<file path="src/sha1s_pkg.sv">
// ----------------------------------------------------------------------------
// SHA-1 stream hash package
// Shared types, constants and helper functions for the byte-streaming SHA-1
// controller and datapath.
// ----------------------------------------------------------------------------
package sha1s_pkg;

	localparam int unsigned ROUNDS      = 80;
	localparam int unsigned ROUND_W     = 7;
	localparam int unsigned NUM_WORDS   = 5;
	localparam int unsigned WORD_IDX_W  = 3;
	localparam int unsigned BLOCK_BITS  = 512;
	localparam int unsigned FILL_W      = 6;

	localparam logic [ROUND_W-1:0]    LAST_ROUND = ROUND_W'(ROUNDS - 1);
	localparam logic [WORD_IDX_W-1:0] LAST_WORD  = WORD_IDX_W'(NUM_WORDS - 1);
	localparam logic [FILL_W-1:0]     LENGTH_AT  = 6'd56;
	localparam logic [FILL_W-1:0]     BLOCK_END  = 6'd63;
	localparam logic [7:0]            PAD_MARK   = 8'h80;

	localparam logic [31:0] RK0 = 32'h5a827999;
	localparam logic [31:0] RK1 = 32'h6ed9eba1;
	localparam logic [31:0] RK2 = 32'h8f1bbcdc;
	localparam logic [31:0] RK3 = 32'hca62c1d6;

	localparam logic [31:0] IV0 = 32'h67452301;
	localparam logic [31:0] IV1 = 32'hefcdab89;
	localparam logic [31:0] IV2 = 32'h98badcfe;
	localparam logic [31:0] IV3 = 32'h10325476;
	localparam logic [31:0] IV4 = 32'hc3d2e1f0;

	typedef enum logic [2:0] {
		ST_IDLE,
		ST_PAD,
		ST_COMP,
		ST_ADD,
		ST_OUT
	} state_t;

	typedef enum logic [1:0] {
		SRC_INPUT,
		SRC_MARK,
		SRC_ZERO,
		SRC_LENGTH
	} byte_src_t;

	typedef enum logic [1:0] {
		PH_CHOOSE,
		PH_PARITY1,
		PH_MAJORITY,
		PH_PARITY3
	} round_phase_t;

	typedef struct packed {
		logic                  push;
		byte_src_t             byte_src;
		logic                  count_inc;
		logic                  round;
		round_phase_t          phase;
		logic                  add_chain;
		logic                  init;
		logic [WORD_IDX_W-1:0] word_idx;
	} dp_cmd_t;

	typedef struct packed {
		logic [FILL_W-1:0] fill;
	} dp_status_t;

	function automatic round_phase_t round_phase(input logic [ROUND_W-1:0] r);
		round_phase_t ph;
		if (r < 7'd20) begin
			ph = PH_CHOOSE;
		end else if (r < 7'd40) begin
			ph = PH_PARITY1;
		end else if (r < 7'd60) begin
			ph = PH_MAJORITY;
		end else begin
			ph = PH_PARITY3;
		end
		return ph;
	endfunction

	function automatic logic [31:0] rotl(input logic [31:0] v, input int unsigned n);
		return (v << n) | (v >> (32 - n));
	endfunction

endpackage

</file>
<file path="src/sha1s_ctrl.sv">
// ----------------------------------------------------------------------------
// SHA-1 stream hash controller
// Sequences byte intake, message padding, the 80 compression rounds, the
// chaining update and the digest output.
// ----------------------------------------------------------------------------
module sha1s_ctrl (
	input  logic                                clk,
	input  logic                                arst_n,
	input  logic                                in_valid,
	output logic                                in_ready,
	input  logic                                in_present,
	input  logic                                in_eom,
	output logic                                out_valid,
	input  logic                                out_ready,
	output logic                                out_last,
	output logic [sha1s_pkg::WORD_IDX_W-1:0]    out_idx,
	output sha1s_pkg::dp_cmd_t                  cmd,
	input  sha1s_pkg::dp_status_t               status
);

	sha1s_pkg::state_t                        state_q, state_d;
	logic [sha1s_pkg::ROUND_W-1:0]            round_q, round_d;
	logic [sha1s_pkg::WORD_IDX_W-1:0]         idx_q, idx_d;
	logic                                     pad_q, pad_d;
	logic                                     mark_q, mark_d;
	logic                                     len_q, len_d;
	logic                                     block_full;

	assign block_full = (status.fill == sha1s_pkg::BLOCK_END);
	assign out_idx    = idx_q;
	assign out_last   = (idx_q == sha1s_pkg::LAST_WORD);

	always_ff @(posedge clk or negedge arst_n) begin
		if (!arst_n) begin
			state_q <= sha1s_pkg::ST_IDLE;
			round_q <= '0;
			idx_q   <= '0;
			pad_q   <= 1'b0;
			mark_q  <= 1'b0;
			len_q   <= 1'b0;
		end else begin
			state_q <= state_d;
			round_q <= round_d;
			idx_q   <= idx_d;
			pad_q   <= pad_d;
			mark_q  <= mark_d;
			len_q   <= len_d;
		end
	end

	always_comb begin
		state_d   = state_q;
		round_d   = round_q;
		idx_d     = idx_q;
		pad_d     = pad_q;
		mark_d    = mark_q;
		len_d     = len_q;
		in_ready  = 1'b0;
		out_valid = 1'b0;

		cmd           = '0;
		cmd.byte_src  = sha1s_pkg::SRC_INPUT;
		cmd.phase     = sha1s_pkg::round_phase(round_q);
		cmd.word_idx  = idx_q;

		unique case (state_q)
			sha1s_pkg::ST_IDLE: begin
				in_ready = 1'b1;
				if (in_valid) begin
					if (in_present) begin
						cmd.push      = 1'b1;
						cmd.count_inc = 1'b1;
					end
					if (in_present && block_full) begin
						pad_d   = in_eom;
						round_d = '0;
						state_d = sha1s_pkg::ST_COMP;
					end else if (in_eom) begin
						pad_d   = 1'b1;
						state_d = sha1s_pkg::ST_PAD;
					end
				end
			end
			sha1s_pkg::ST_PAD: begin
				cmd.push = 1'b1;
				// After the mark, zeros run until offset 56; from there the
				// eight length bytes close the final block.
				if (!mark_q) begin
					cmd.byte_src = sha1s_pkg::SRC_MARK;
					mark_d       = 1'b1;
				end else if (len_q || status.fill == sha1s_pkg::LENGTH_AT) begin
					cmd.byte_src = sha1s_pkg::SRC_LENGTH;
					len_d        = 1'b1;
				end else begin
					cmd.byte_src = sha1s_pkg::SRC_ZERO;
				end
				if (block_full) begin
					round_d = '0;
					state_d = sha1s_pkg::ST_COMP;
				end
			end
			sha1s_pkg::ST_COMP: begin
				cmd.round = 1'b1;
				round_d   = round_q + 1'b1;
				if (round_q == sha1s_pkg::LAST_ROUND) begin
					state_d = sha1s_pkg::ST_ADD;
				end
			end
			sha1s_pkg::ST_ADD: begin
				cmd.add_chain = 1'b1;
				priority if (pad_q && len_q) begin
					idx_d   = '0;
					state_d = sha1s_pkg::ST_OUT;
				end else if (pad_q) begin
					state_d = sha1s_pkg::ST_PAD;
				end else begin
					state_d = sha1s_pkg::ST_IDLE;
				end
			end
			sha1s_pkg::ST_OUT: begin
				out_valid = 1'b1;
				if (out_ready) begin
					idx_d = idx_q + 1'b1;
					if (idx_q == sha1s_pkg::LAST_WORD) begin
						cmd.init = 1'b1;
						idx_d    = '0;
						pad_d    = 1'b0;
						mark_d   = 1'b0;
						len_d    = 1'b0;
						state_d  = sha1s_pkg::ST_IDLE;
					end
				end
			end
			default: begin
				state_d = sha1s_pkg::ST_IDLE;
			end
		endcase
	end

endmodule

</file>
<file path="src/sha1s_dp.sv">
// ----------------------------------------------------------------------------
// SHA-1 stream hash datapath
// Block shift register with the rolling message schedule, one round unit,
// the chaining words and the byte and length counters.
// ----------------------------------------------------------------------------
module sha1s_dp (
	input  logic                  clk,
	input  logic                  arst_n,
	input  logic [7:0]            in_byte,
	input  sha1s_pkg::dp_cmd_t    cmd,
	output sha1s_pkg::dp_status_t status,
	output logic [31:0]           digest
);

	logic [sha1s_pkg::BLOCK_BITS-1:0] block_q;
	logic [31:0]                      chain_q [sha1s_pkg::NUM_WORDS];
	logic [31:0]                      a_q, b_q, c_q, d_q, e_q;
	logic [sha1s_pkg::FILL_W-1:0]     fill_q;
	logic [31:0]                      count_q;

	logic [7:0]  push_byte;
	logic [7:0]  len_byte;
	logic [63:0] len_bits;
	logic [31:0] w0, w2, w8, w13, w_next;
	logic [31:0] f, k, t;
	logic [31:0] sum [sha1s_pkg::NUM_WORDS];

	assign status.fill = fill_q;

	// The block window: word 0 of the block sits in the top 32 bits.
	assign w0  = block_q[511:480];
	assign w2  = block_q[447:416];
	assign w8  = block_q[255:224];
	assign w13 = block_q[95:64];
	assign w_next = sha1s_pkg::rotl(w13 ^ w8 ^ w2 ^ w0, 1);

	assign len_bits = {29'd0, count_q, 3'd0};
	assign len_byte = 8'(len_bits >> {3'(3'd7 - fill_q[2:0]), 3'd0});

	always_comb begin
		unique case (cmd.byte_src)
			sha1s_pkg::SRC_INPUT:  push_byte = in_byte;
			sha1s_pkg::SRC_MARK:   push_byte = sha1s_pkg::PAD_MARK;
			sha1s_pkg::SRC_ZERO:   push_byte = 8'd0;
			sha1s_pkg::SRC_LENGTH: push_byte = len_byte;
			default:               push_byte = 8'd0;
		endcase
	end

	always_comb begin
		unique case (cmd.phase)
			sha1s_pkg::PH_CHOOSE: begin
				f = d_q ^ (b_q & (c_q ^ d_q));
				k = sha1s_pkg::RK0;
			end
			sha1s_pkg::PH_PARITY1: begin
				f = b_q ^ c_q ^ d_q;
				k = sha1s_pkg::RK1;
			end
			sha1s_pkg::PH_MAJORITY: begin
				f = (b_q & c_q) | (d_q & (b_q | c_q));
				k = sha1s_pkg::RK2;
			end
			sha1s_pkg::PH_PARITY3: begin
				f = b_q ^ c_q ^ d_q;
				k = sha1s_pkg::RK3;
			end
			default: begin
				f = '0;
				k = '0;
			end
		endcase
	end

	assign t = sha1s_pkg::rotl(a_q, 5) + f + e_q + k + w0;

	assign sum[0] = chain_q[0] + a_q;
	assign sum[1] = chain_q[1] + b_q;
	assign sum[2] = chain_q[2] + c_q;
	assign sum[3] = chain_q[3] + d_q;
	assign sum[4] = chain_q[4] + e_q;

	always_comb begin
		unique case (cmd.word_idx)
			3'd0:    digest = chain_q[0];
			3'd1:    digest = chain_q[1];
			3'd2:    digest = chain_q[2];
			3'd3:    digest = chain_q[3];
			3'd4:    digest = chain_q[4];
			default: digest = '0;
		endcase
	end

	always_ff @(posedge clk) begin
		if (cmd.push) begin
			block_q <= {block_q[sha1s_pkg::BLOCK_BITS-9:0], push_byte};
		end else if (cmd.round) begin
			block_q <= {block_q[sha1s_pkg::BLOCK_BITS-33:0], w_next};
		end
	end

	always_ff @(posedge clk or negedge arst_n) begin
		if (!arst_n) begin
			chain_q[0] <= sha1s_pkg::IV0;
			chain_q[1] <= sha1s_pkg::IV1;
			chain_q[2] <= sha1s_pkg::IV2;
			chain_q[3] <= sha1s_pkg::IV3;
			chain_q[4] <= sha1s_pkg::IV4;
			a_q        <= sha1s_pkg::IV0;
			b_q        <= sha1s_pkg::IV1;
			c_q        <= sha1s_pkg::IV2;
			d_q        <= sha1s_pkg::IV3;
			e_q        <= sha1s_pkg::IV4;
			fill_q     <= '0;
			count_q    <= '0;
		end else begin
			if (cmd.init) begin
				chain_q[0] <= sha1s_pkg::IV0;
				chain_q[1] <= sha1s_pkg::IV1;
				chain_q[2] <= sha1s_pkg::IV2;
				chain_q[3] <= sha1s_pkg::IV3;
				chain_q[4] <= sha1s_pkg::IV4;
				a_q        <= sha1s_pkg::IV0;
				b_q        <= sha1s_pkg::IV1;
				c_q        <= sha1s_pkg::IV2;
				d_q        <= sha1s_pkg::IV3;
				e_q        <= sha1s_pkg::IV4;
				fill_q     <= '0;
				count_q    <= '0;
			end else begin
				if (cmd.push) begin
					fill_q <= fill_q + 1'b1;
				end
				if (cmd.count_inc) begin
					count_q <= count_q + 1'b1;
				end
				// The working variables always start the next block equal to
				// the chaining words, so the add also reloads them.
				if (cmd.add_chain) begin
					chain_q[0] <= sum[0];
					chain_q[1] <= sum[1];
					chain_q[2] <= sum[2];
					chain_q[3] <= sum[3];
					chain_q[4] <= sum[4];
					a_q        <= sum[0];
					b_q        <= sum[1];
					c_q        <= sum[2];
					d_q        <= sum[3];
					e_q        <= sum[4];
				end else if (cmd.round) begin
					a_q <= t;
					b_q <= a_q;
					c_q <= sha1s_pkg::rotl(b_q, 30);
					d_q <= c_q;
					e_q <= d_q;
				end
			end
		end
	end

endmodule

</file>
<file path="src/sha1_stream_hash_top.sv">
// Intake: one message byte per cycle while idle; each full 64-byte block
// then runs 80 rounds in one round unit plus the chaining add, with input
// held off. End of message: padding bytes and one or two block compressions,
// then five digest words at up to one per cycle as the output side accepts.
// The single round unit is what limits the sustained byte rate.
// Reset: chaining words return to the initial values and counters clear.
// ----------------------------------------------------------------------------
// SHA-1 stream hash top level
// Byte-streaming SHA-1 engine with a stream input of message bytes and a
// stream output of the five digest words.
// ----------------------------------------------------------------------------
module sha1_stream_hash_top (
	input  logic        clk,
	input  logic        arst_n,
	input  logic        s_axis_tvalid,
	output logic        s_axis_tready,
	input  logic [7:0]  s_axis_tdata,   // [7:0] msg_byte
	input  logic        s_axis_tuser,   // [0] byte_present
	input  logic        s_axis_tlast,   // end_of_message
	output logic        m_axis_tvalid,
	input  logic        m_axis_tready,
	output logic [31:0] m_axis_tdata,   // [31:0] digest_word
	output logic [2:0]  m_axis_tuser,   // [2:0] word_number
	output logic        m_axis_tlast    // last_word
);

	sha1s_pkg::dp_cmd_t    cmd;
	sha1s_pkg::dp_status_t status;

	sha1s_ctrl u_ctrl (
		.clk        (clk),
		.arst_n     (arst_n),
		.in_valid   (s_axis_tvalid),
		.in_ready   (s_axis_tready),
		.in_present (s_axis_tuser),
		.in_eom     (s_axis_tlast),
		.out_valid  (m_axis_tvalid),
		.out_ready  (m_axis_tready),
		.out_last   (m_axis_tlast),
		.out_idx    (m_axis_tuser),
		.cmd        (cmd),
		.status     (status)
	);

	sha1s_dp u_dp (
		.clk     (clk),
		.arst_n  (arst_n),
		.in_byte (s_axis_tdata),
		.cmd     (cmd),
		.status  (status),
		.digest  (m_axis_tdata)
	);

endmodule

</file>
<file path="config.mk">
export PLATFORM = sky130hd
export DESIGN_NAME = sha1_stream_hash_top
export DESIGN_NICKNAME = d
export VERILOG_FILES = /design/src/sha1s_pkg.sv /design/src/sha1s_ctrl.sv /design/src/sha1s_dp.sv /design/src/sha1_stream_hash_top.sv
export SDC_FILE = /design/constraint.sdc
export NUM_CORES = 2
export LEC_CHECK = 0
export ABC_AREA = 1
export BUFFER_PORTS_ARGS = -buffer_cell sky130_fd_sc_hd__buf_4
export CAP_MARGIN = 10
export CORE_ASPECT_RATIO = 0.75
export CORE_MARGIN = 3
export CORE_UTILIZATION = 50
export CTS_BUF_LIST = sky130_fd_sc_hd__clkbuf_8
export DETAILED_ROUTE_END_ITERATION = 6
export PLACE_DENSITY = 0.64
export SLEW_MARGIN = 40
export SYNTH_ARGS = -nofsm -noshare
export SYNTH_HDL_FRONTEND = slang
export SYNTH_SLANG_ARGS = --single-unit
</file>
<file path="constraint.sdc">
create_clock -name clk -period 15.1 [get_ports clk]
set_input_delay 0.755 -clock clk [delete_from_list [all_inputs] [get_ports clk]]
set_output_delay 0.755 -clock clk [all_outputs]
set_load 0.05 [all_outputs]
</file>
; Word level (Yosys, flattened, before mapping)
; Index checks and enable logic that the tools add are counted.
[totals]
ff_bits = 886
wordCells = 174
out_inout_bits = 38
in_bits = 14
[op_classes]
eq_ne = 27
reduce_logical = 23
n_addsub = 14
mux = 72
order_cmp = 3
shift = 1
bitwise_logic = 15
[ops]
columns = cell, n
row1 = 512-bit two-way mux, 2
row2 = 32-bit two-way mux, 17
row3 = 160-bit two-way mux, 2
row4 = 32-bit adder, 9
row5 = 32-bit bitwise XOR, 7
row6 = 32-bit case mux with 5 select lines, 1
row7 = 32-bit case mux with 4 select lines, 1
row8 = 32-bit bitwise AND, 3
row9 = 32-bit case mux with 3 select lines, 1
row10 = 32-bit bitwise OR, 2
row11 = 35-bit by 6-bit >> shifter with 8-bit output, 1
row12 = 3-bit two-way mux, 11
row13 = 32-bit by 1-bit adder with 32-bit output (second input constant), 1
row14 = 32-bit by 1-bit bitwise OR with 32-bit output, 1
row15 = 32-bit by 30-bit bitwise OR with 32-bit output, 1
row16 = 32-bit by 5-bit bitwise OR with 32-bit output, 1
row17 = 8-bit case mux with 4 select lines, 1
row18 = 7-bit two-way mux, 3
row19 = 7-bit case mux with 3 select lines, 1
row20 = 1-bit two-way mux, 20
row21 = 3-bit case mux with 5 select lines, 1
row22 = 7-bit by 6-bit less-than comparator with 1-bit output (second input constant), 2
row23 = 2-bit nonzero test, 7
row24 = 3-bit by 2-bit equality test with 1-bit output (second input constant), 4
row25 = other kinds (28), 55

; Longest topological paths before layout
[logic_depth]
ltp_word = 14
depth_mapped = 36
mapped_depth_nobuf = 34

; Hierarchy
; A second synthesis with hierarchy kept.
[unflattened]
hier_cells = 7694
area_unflattened_um2 = 58533.6
[by_module_without_submodules]
columns = module, n_inst, area_each_um2, seq_area_each_um2, cells_per_inst
row1 = sha1s_dp, 1, 57380.0, 24533.5, 7539
row2 = sha1s_ctrl, 1, 1153.6, 400.4, 155

; Worst setup path before layout
; Ideal clock, no wire load.
[synth_timing]
path_type = input to register
from = input s_axis_tvalid
to = register u_dp.block_q[0] (netlist bit) (enable)
path_slack_ns = 1.574
required_ns = 11.445
arrival_ns = 9.872
cell_stages = 6
path_buffers = 2
setup_time_ns = 3.655
cell_sequence = nand3_4 > clkinv_2 > nor2_4 > buf_2 > clkbuf_1 > nand2_1
[synth_between]
elab_chain_cells = 3
[synth_rtl]
columns = item, line_no
row1 = from (decl), sha1_stream_hash_top.sv:15  ; input logic s_axis_tvalid,
row2 = 1-bit two-way mux, sha1s_ctrl.sv:69  ; if (in_valid) begin
row3 = 1-bit case mux with 2 select lines, sha1s_ctrl.sv:66  ; unique case (state_q)
row4 = 2-bit nonzero test (no source line), --
row5 = to (signal assigned), sha1s_dp.sv:96  ; block_q <= {block_q[sha1s_pkg::BLOCK_BITS-9:0], push_byte};
row6 = to (signal assigned), sha1s_dp.sv:98  ; block_q <= {block_q[sha1s_pkg::BLOCK_BITS-33:0], w_next};
row7 = to (decl), sha1s_dp.sv:15  ; logic [sha1s_pkg::BLOCK_BITS-1:0] block_q;
; Every way passes these cells.
; A chain may end at the register's enable or synchronous reset.

; Worst setup path in the final report
[layout_timing]
from = register u_ctrl.round_q[5] (netlist bit)
to = register u_dp.a_q[27]
[layout_between]
elab_chain_cells = 14
[layout_rtl]
columns = item, line_no
row1 = from (decl), sha1s_ctrl.sv:22  ; logic [sha1s_pkg::ROUND_W-1:0] round_q, round_d;
row2 = from (signal assigned), sha1s_ctrl.sv:43  ; round_q <= round_d;
row3 = 7-bit by 6-bit less-than comparator with 1-bit output, sha1s_pkg.sv:75  ; end else if (r < 7'd60) begin
row4 = 1-bit two-way mux, sha1s_pkg.sv:75
row5 = 2-bit two-way mux, sha1s_pkg.sv:73  ; end else if (r < 7'd40) begin
row6 = 2-bit two-way mux (*), sha1s_pkg.sv:71  ; if (r < 7'd20) begin
row7 = 2-bit by 1-bit equality test with 1-bit output or 2-bit equality test (tied branches), sha1s_dp.sv:51  ; unique case (cmd.phase)
row8 = 2-bit OR reduction (no source line), --
row9 = 32-bit case mux with 3 select lines, sha1s_dp.sv:51
row10 = 32-bit adder (2 in a row), sha1s_dp.sv:75  ; assign t = sha1s_pkg::rotl(a_q, 5) + f + e_q + k + w0;
row11 = 32-bit adder (*) (2 in a row), sha1s_dp.sv:75
row12 = 32-bit two-way mux (*), sha1s_dp.sv:150  ; end else if (cmd.round) begin
row13 = 32-bit two-way mux (*), sha1s_dp.sv:139  ; if (cmd.add_chain) begin
row14 = 32-bit two-way mux (*), sha1s_dp.sv:117  ; if (cmd.init) begin
row15 = to (signal assigned), sha1s_dp.sv:123  ; a_q <= sha1s_pkg::IV0;
row16 = to (signal assigned), sha1s_dp.sv:145  ; a_q <= sum[0];
row17 = to (signal assigned), sha1s_dp.sv:151  ; a_q <= t;
row18 = to (decl), sha1s_dp.sv:17  ; logic [31:0] a_q, b_q, c_q, d_q, e_q;
; Every way passes the cells marked *; elsewhere a longest branch is shown, timed or not. The select of a mux whose other input is x is not followed.

==> metrics <==
vias=51280; Root Driver=clkbuf_8; Tightest Hold Check Type=in2reg; Crit. End Element=register; CP max stage delay=around 0.7 ns; Finished Layout Cells=a little under 9000; Die Height=around 300 µm; H-tree depth=4; CTS sink count=approximately 900; first-pass GRT wire length=roughly 310000 µm; DR vias/cell=~6; global route overflow=0; Critical Path Most Common Cell=nand2_1; slew margin rel.=between 30% and 40%; main combinational cell family by area after synthesis=simple AND/OR/NAND/NOR gates; CTS Buffer Depth=3; Die Area=roughly 120000 µm²; syn_nets=about 7500; Rows=roughly 110; post-synthesis simple-gate area fraction=approximately a quarter; Pins Over Slew Limit=0; post-synthesis adder-cell area fraction=9.223%; vias in the first global route=approximately 47000; DPL Wire Length=around 160000 µm; 1st-iter DRT viols=roughly 6200; Synth Flop Type=edfxtp_1; Placeable Area=111800 µm²; CP max-delay cell=ha_2; final WL=between 200000 and 250000 µm; Crit Path Max Fanout=62; final-stage net count=between 7000 and 8000; Seq cells post-synth=around 890; share of layout cells above drive strength 1=7.133%; critical path required time=between 15 and 20 ns; Fillers=between 10000 and 15000; Ys Warns=0; number of distinct library cells after synthesis=59; total track usage=a little over a third; final worst path period share=roughly 48%; wire per inst=between 20 and 25 µm; Placed Cells incl. Taps=around 8500; sequential area share after synthesis=between 40% and 50%; Max Cap Viol=0; FFs w/ async S/R, synth=between 40% and 50%; largest net degree at the start of global routing=187; CTS tree=yes; setup TNS=0 ns; Mapped Area=56540 µm²; die extent in x=394.3 µm; # IOs=52; area of the multi-input gates=between 20000 and 30000 µm²; Cells after Synth=about 7100; Synth-to-Final Area Change=8.843%; RSZ-0062 raised after global routing=false; Compound-Gate Fraction of Synth Area=between 10% and 20%; Port Buffer Count=51; Synth Area in XOR/XNOR=under 10%; synthesized area per cell=approximately 8.0 µm²; Core Util, Final=a little under three fifths; highest clock rate=roughly 140 MHz; initial antenna violation count=6; CP arrival=~8.0 ns; DRC=0; Worst Path Class, Setup=reg2reg; Tightest Pin Transition=a little over 1 ns; hold depth=3; gpl congestion=between 1 and 1.5; post-synthesis mux area share=0%; Clk Latency, worst-skew pair=0.90 ns; Clock Pin Slew Worst Setup and Hold Paths=around 0.06 ns; register area=approximately 25000 µm²; Initial Utilization=about 51%; nature of the critical path startpoint=register; drt pass-1 iters=6; CTS buffer count=150; CTS resizes=0; r2r worst-path depth=31; final setup vio count=0; post-route ant nets=0; Final Hold Vio Count=0; Tmin final=~7.2 ns; outcome=completed; Post-synth EDFFs=512; skew final=0.03577 ns
-- sequential cells by signal, summed over array words and instances (netlist names), 3 cells and up --
name            count
u_ctrl.round_q      7
u_ctrl.state_q      3
u_dp.chain_q      160
u_ctrl.out_idx      3
u_dp.count_q       32
u_dp.e_q           32
u_dp.status         6
u_dp.c_q           32
u_dp.d_q           32
u_dp.block_q      512
u_dp.a_q           32
u_dp.b_q           32
-- cell type report --
class                   instances  share of cell area [%]
multi-input cells            5146                   44.66
flip-flops and latches        886                   40.52
inverters                     822                   5.058
clock buffers                 168                   3.757
well taps                    1512                   3.074
repair buffers                108                   1.572
clock inverters               104                   1.334
diodes                          7                 0.02846
-- kinds of logic (layout without fill, tap and decap cells) --
| group | count (synthesis) | after routing |
|---|---|---|
| buffers and inverters | 1076 | 1202 |
| XOR/XNOR | 157 | 157 |
| AO/OA/AOI/OAI | 1306 | 1306 |
| AND/OR/NAND/NOR | 3322 | 3322 |
| other | 0 | 7 |
| flip-flops | 886 | 886 |
| adder cells (fa/ha/maj) | 361 | 361 |
-- synth_stat cells, types with 31 or more instances --
master    count  area share (%)
xnor2_1     119             1.8
a22oi_1      37            0.49
fa_1         93             3.3
a21oi_1     512             4.5
nand4_1      61            0.67
dfstp_2     160             7.4
xor2_1       38            0.59
nand2_1    2377              16
o22ai_1      31            0.34
ha_1        268             5.9
clkbuf_1    130            0.86
inv_1       809             5.4
o21ai_0     436             3.9
edfxtp_1    512              27
nand3_1     315             2.8
nor3_1       85            0.75
buf_2        93            0.82
dfrtp_1     214             9.5
o211ai_1    101             1.3
nor2_1      416             2.8
-- metrics by stage --
| step | setup WS (ns) | hold slack, ns | instance area (µm²) |
|---|---|---|---|
| after floorplan | 1.574 | 0.4339 | 56540 |
| after global placement | 7.759 | 0.4641 | 58170 |
| after detailed placement | 8.120 | 0.4760 | 58330 |
| after CTS | 8.096 | 0.1331 | 61470 |
| after global routing | 7.398 | 0.2306 | 61530 |
| final | 7.904 | 0.1934 | 61540 |
-- final timing paths --
kind                                   startpoint  slack [ns]               end
worst max-delay path            u_ctrl.round_q[5]        7.90      u_dp.a_q[27]
worst min-delay path                 s_axis_tlast        0.19      u_ctrl.pad_q
worst max register to register  u_ctrl.round_q[5]        7.90      u_dp.a_q[27]
worst min register to register   u_dp.count_q[31]        0.48  u_dp.count_q[31]
max in group asynchronous                  arst_n       12.16   u_dp.count_q[9]
min in group asynchronous                  arst_n        0.42  u_dp.chain_q[57]
-- repair_timing --
action	in CTS	in global routing
hold buffers	1	0
hold endpoints to repair	51	0
buffers inserted	0	0
-- per-layer routing --
layer | routed length (µm) | GRT usage (%)
met4 | 5499 | 9.790
met2 | 78630 | 44.56
met3 | 30750 | 13.97
met1 | 99110 | 56.36
met5 | 0 | 0
-- worst max-delay path: cells and delay by family (launching register included) --
kind | cells | cell delay, ns
AND/OR/NAND/NOR | 15 | 1.68
buffers and inverters | 9 | 1.72
adder cells (fa/ha/maj) | 6 | 2.78
flip-flops | 1 | 0.39
AO/OA/AOI/OAI | 1 | 0.38
-- placed cells by master (no fill, tap or decap), drive strengths merged, types with 11 or more instances in the layout --
| cell | count |
|---|---|
| nand2 | 2377 |
| inv | 884 |
| a21oi | 512 |
| edfxtp | 512 |
| o21ai | 442 |
| nor2 | 424 |
| nand3 | 317 |
| ha | 268 |
| dfrtp | 214 |
| clkbuf | 171 |
| dfstp | 160 |
| xnor2 | 119 |
| buf | 104 |
| o211ai | 101 |
| fa | 93 |
| nor3 | 88 |
| nand4 | 62 |
| xor2 | 38 |
| a22oi | 37 |
| o22ai | 31 |
| o21bai | 29 |
| a221oi | 28 |
| clkinv | 28 |
| nand3b | 19 |
| o21a | 18 |
| a31oi | 17 |
| o31ai | 17 |
| nor4 | 15 |
| a21boi | 13 |
| a21o | 11 |
| bufinv | 11 |
Power is not shown: default switching activity piles up to over one toggle a cycle in this logic, so the estimate is an artifact.
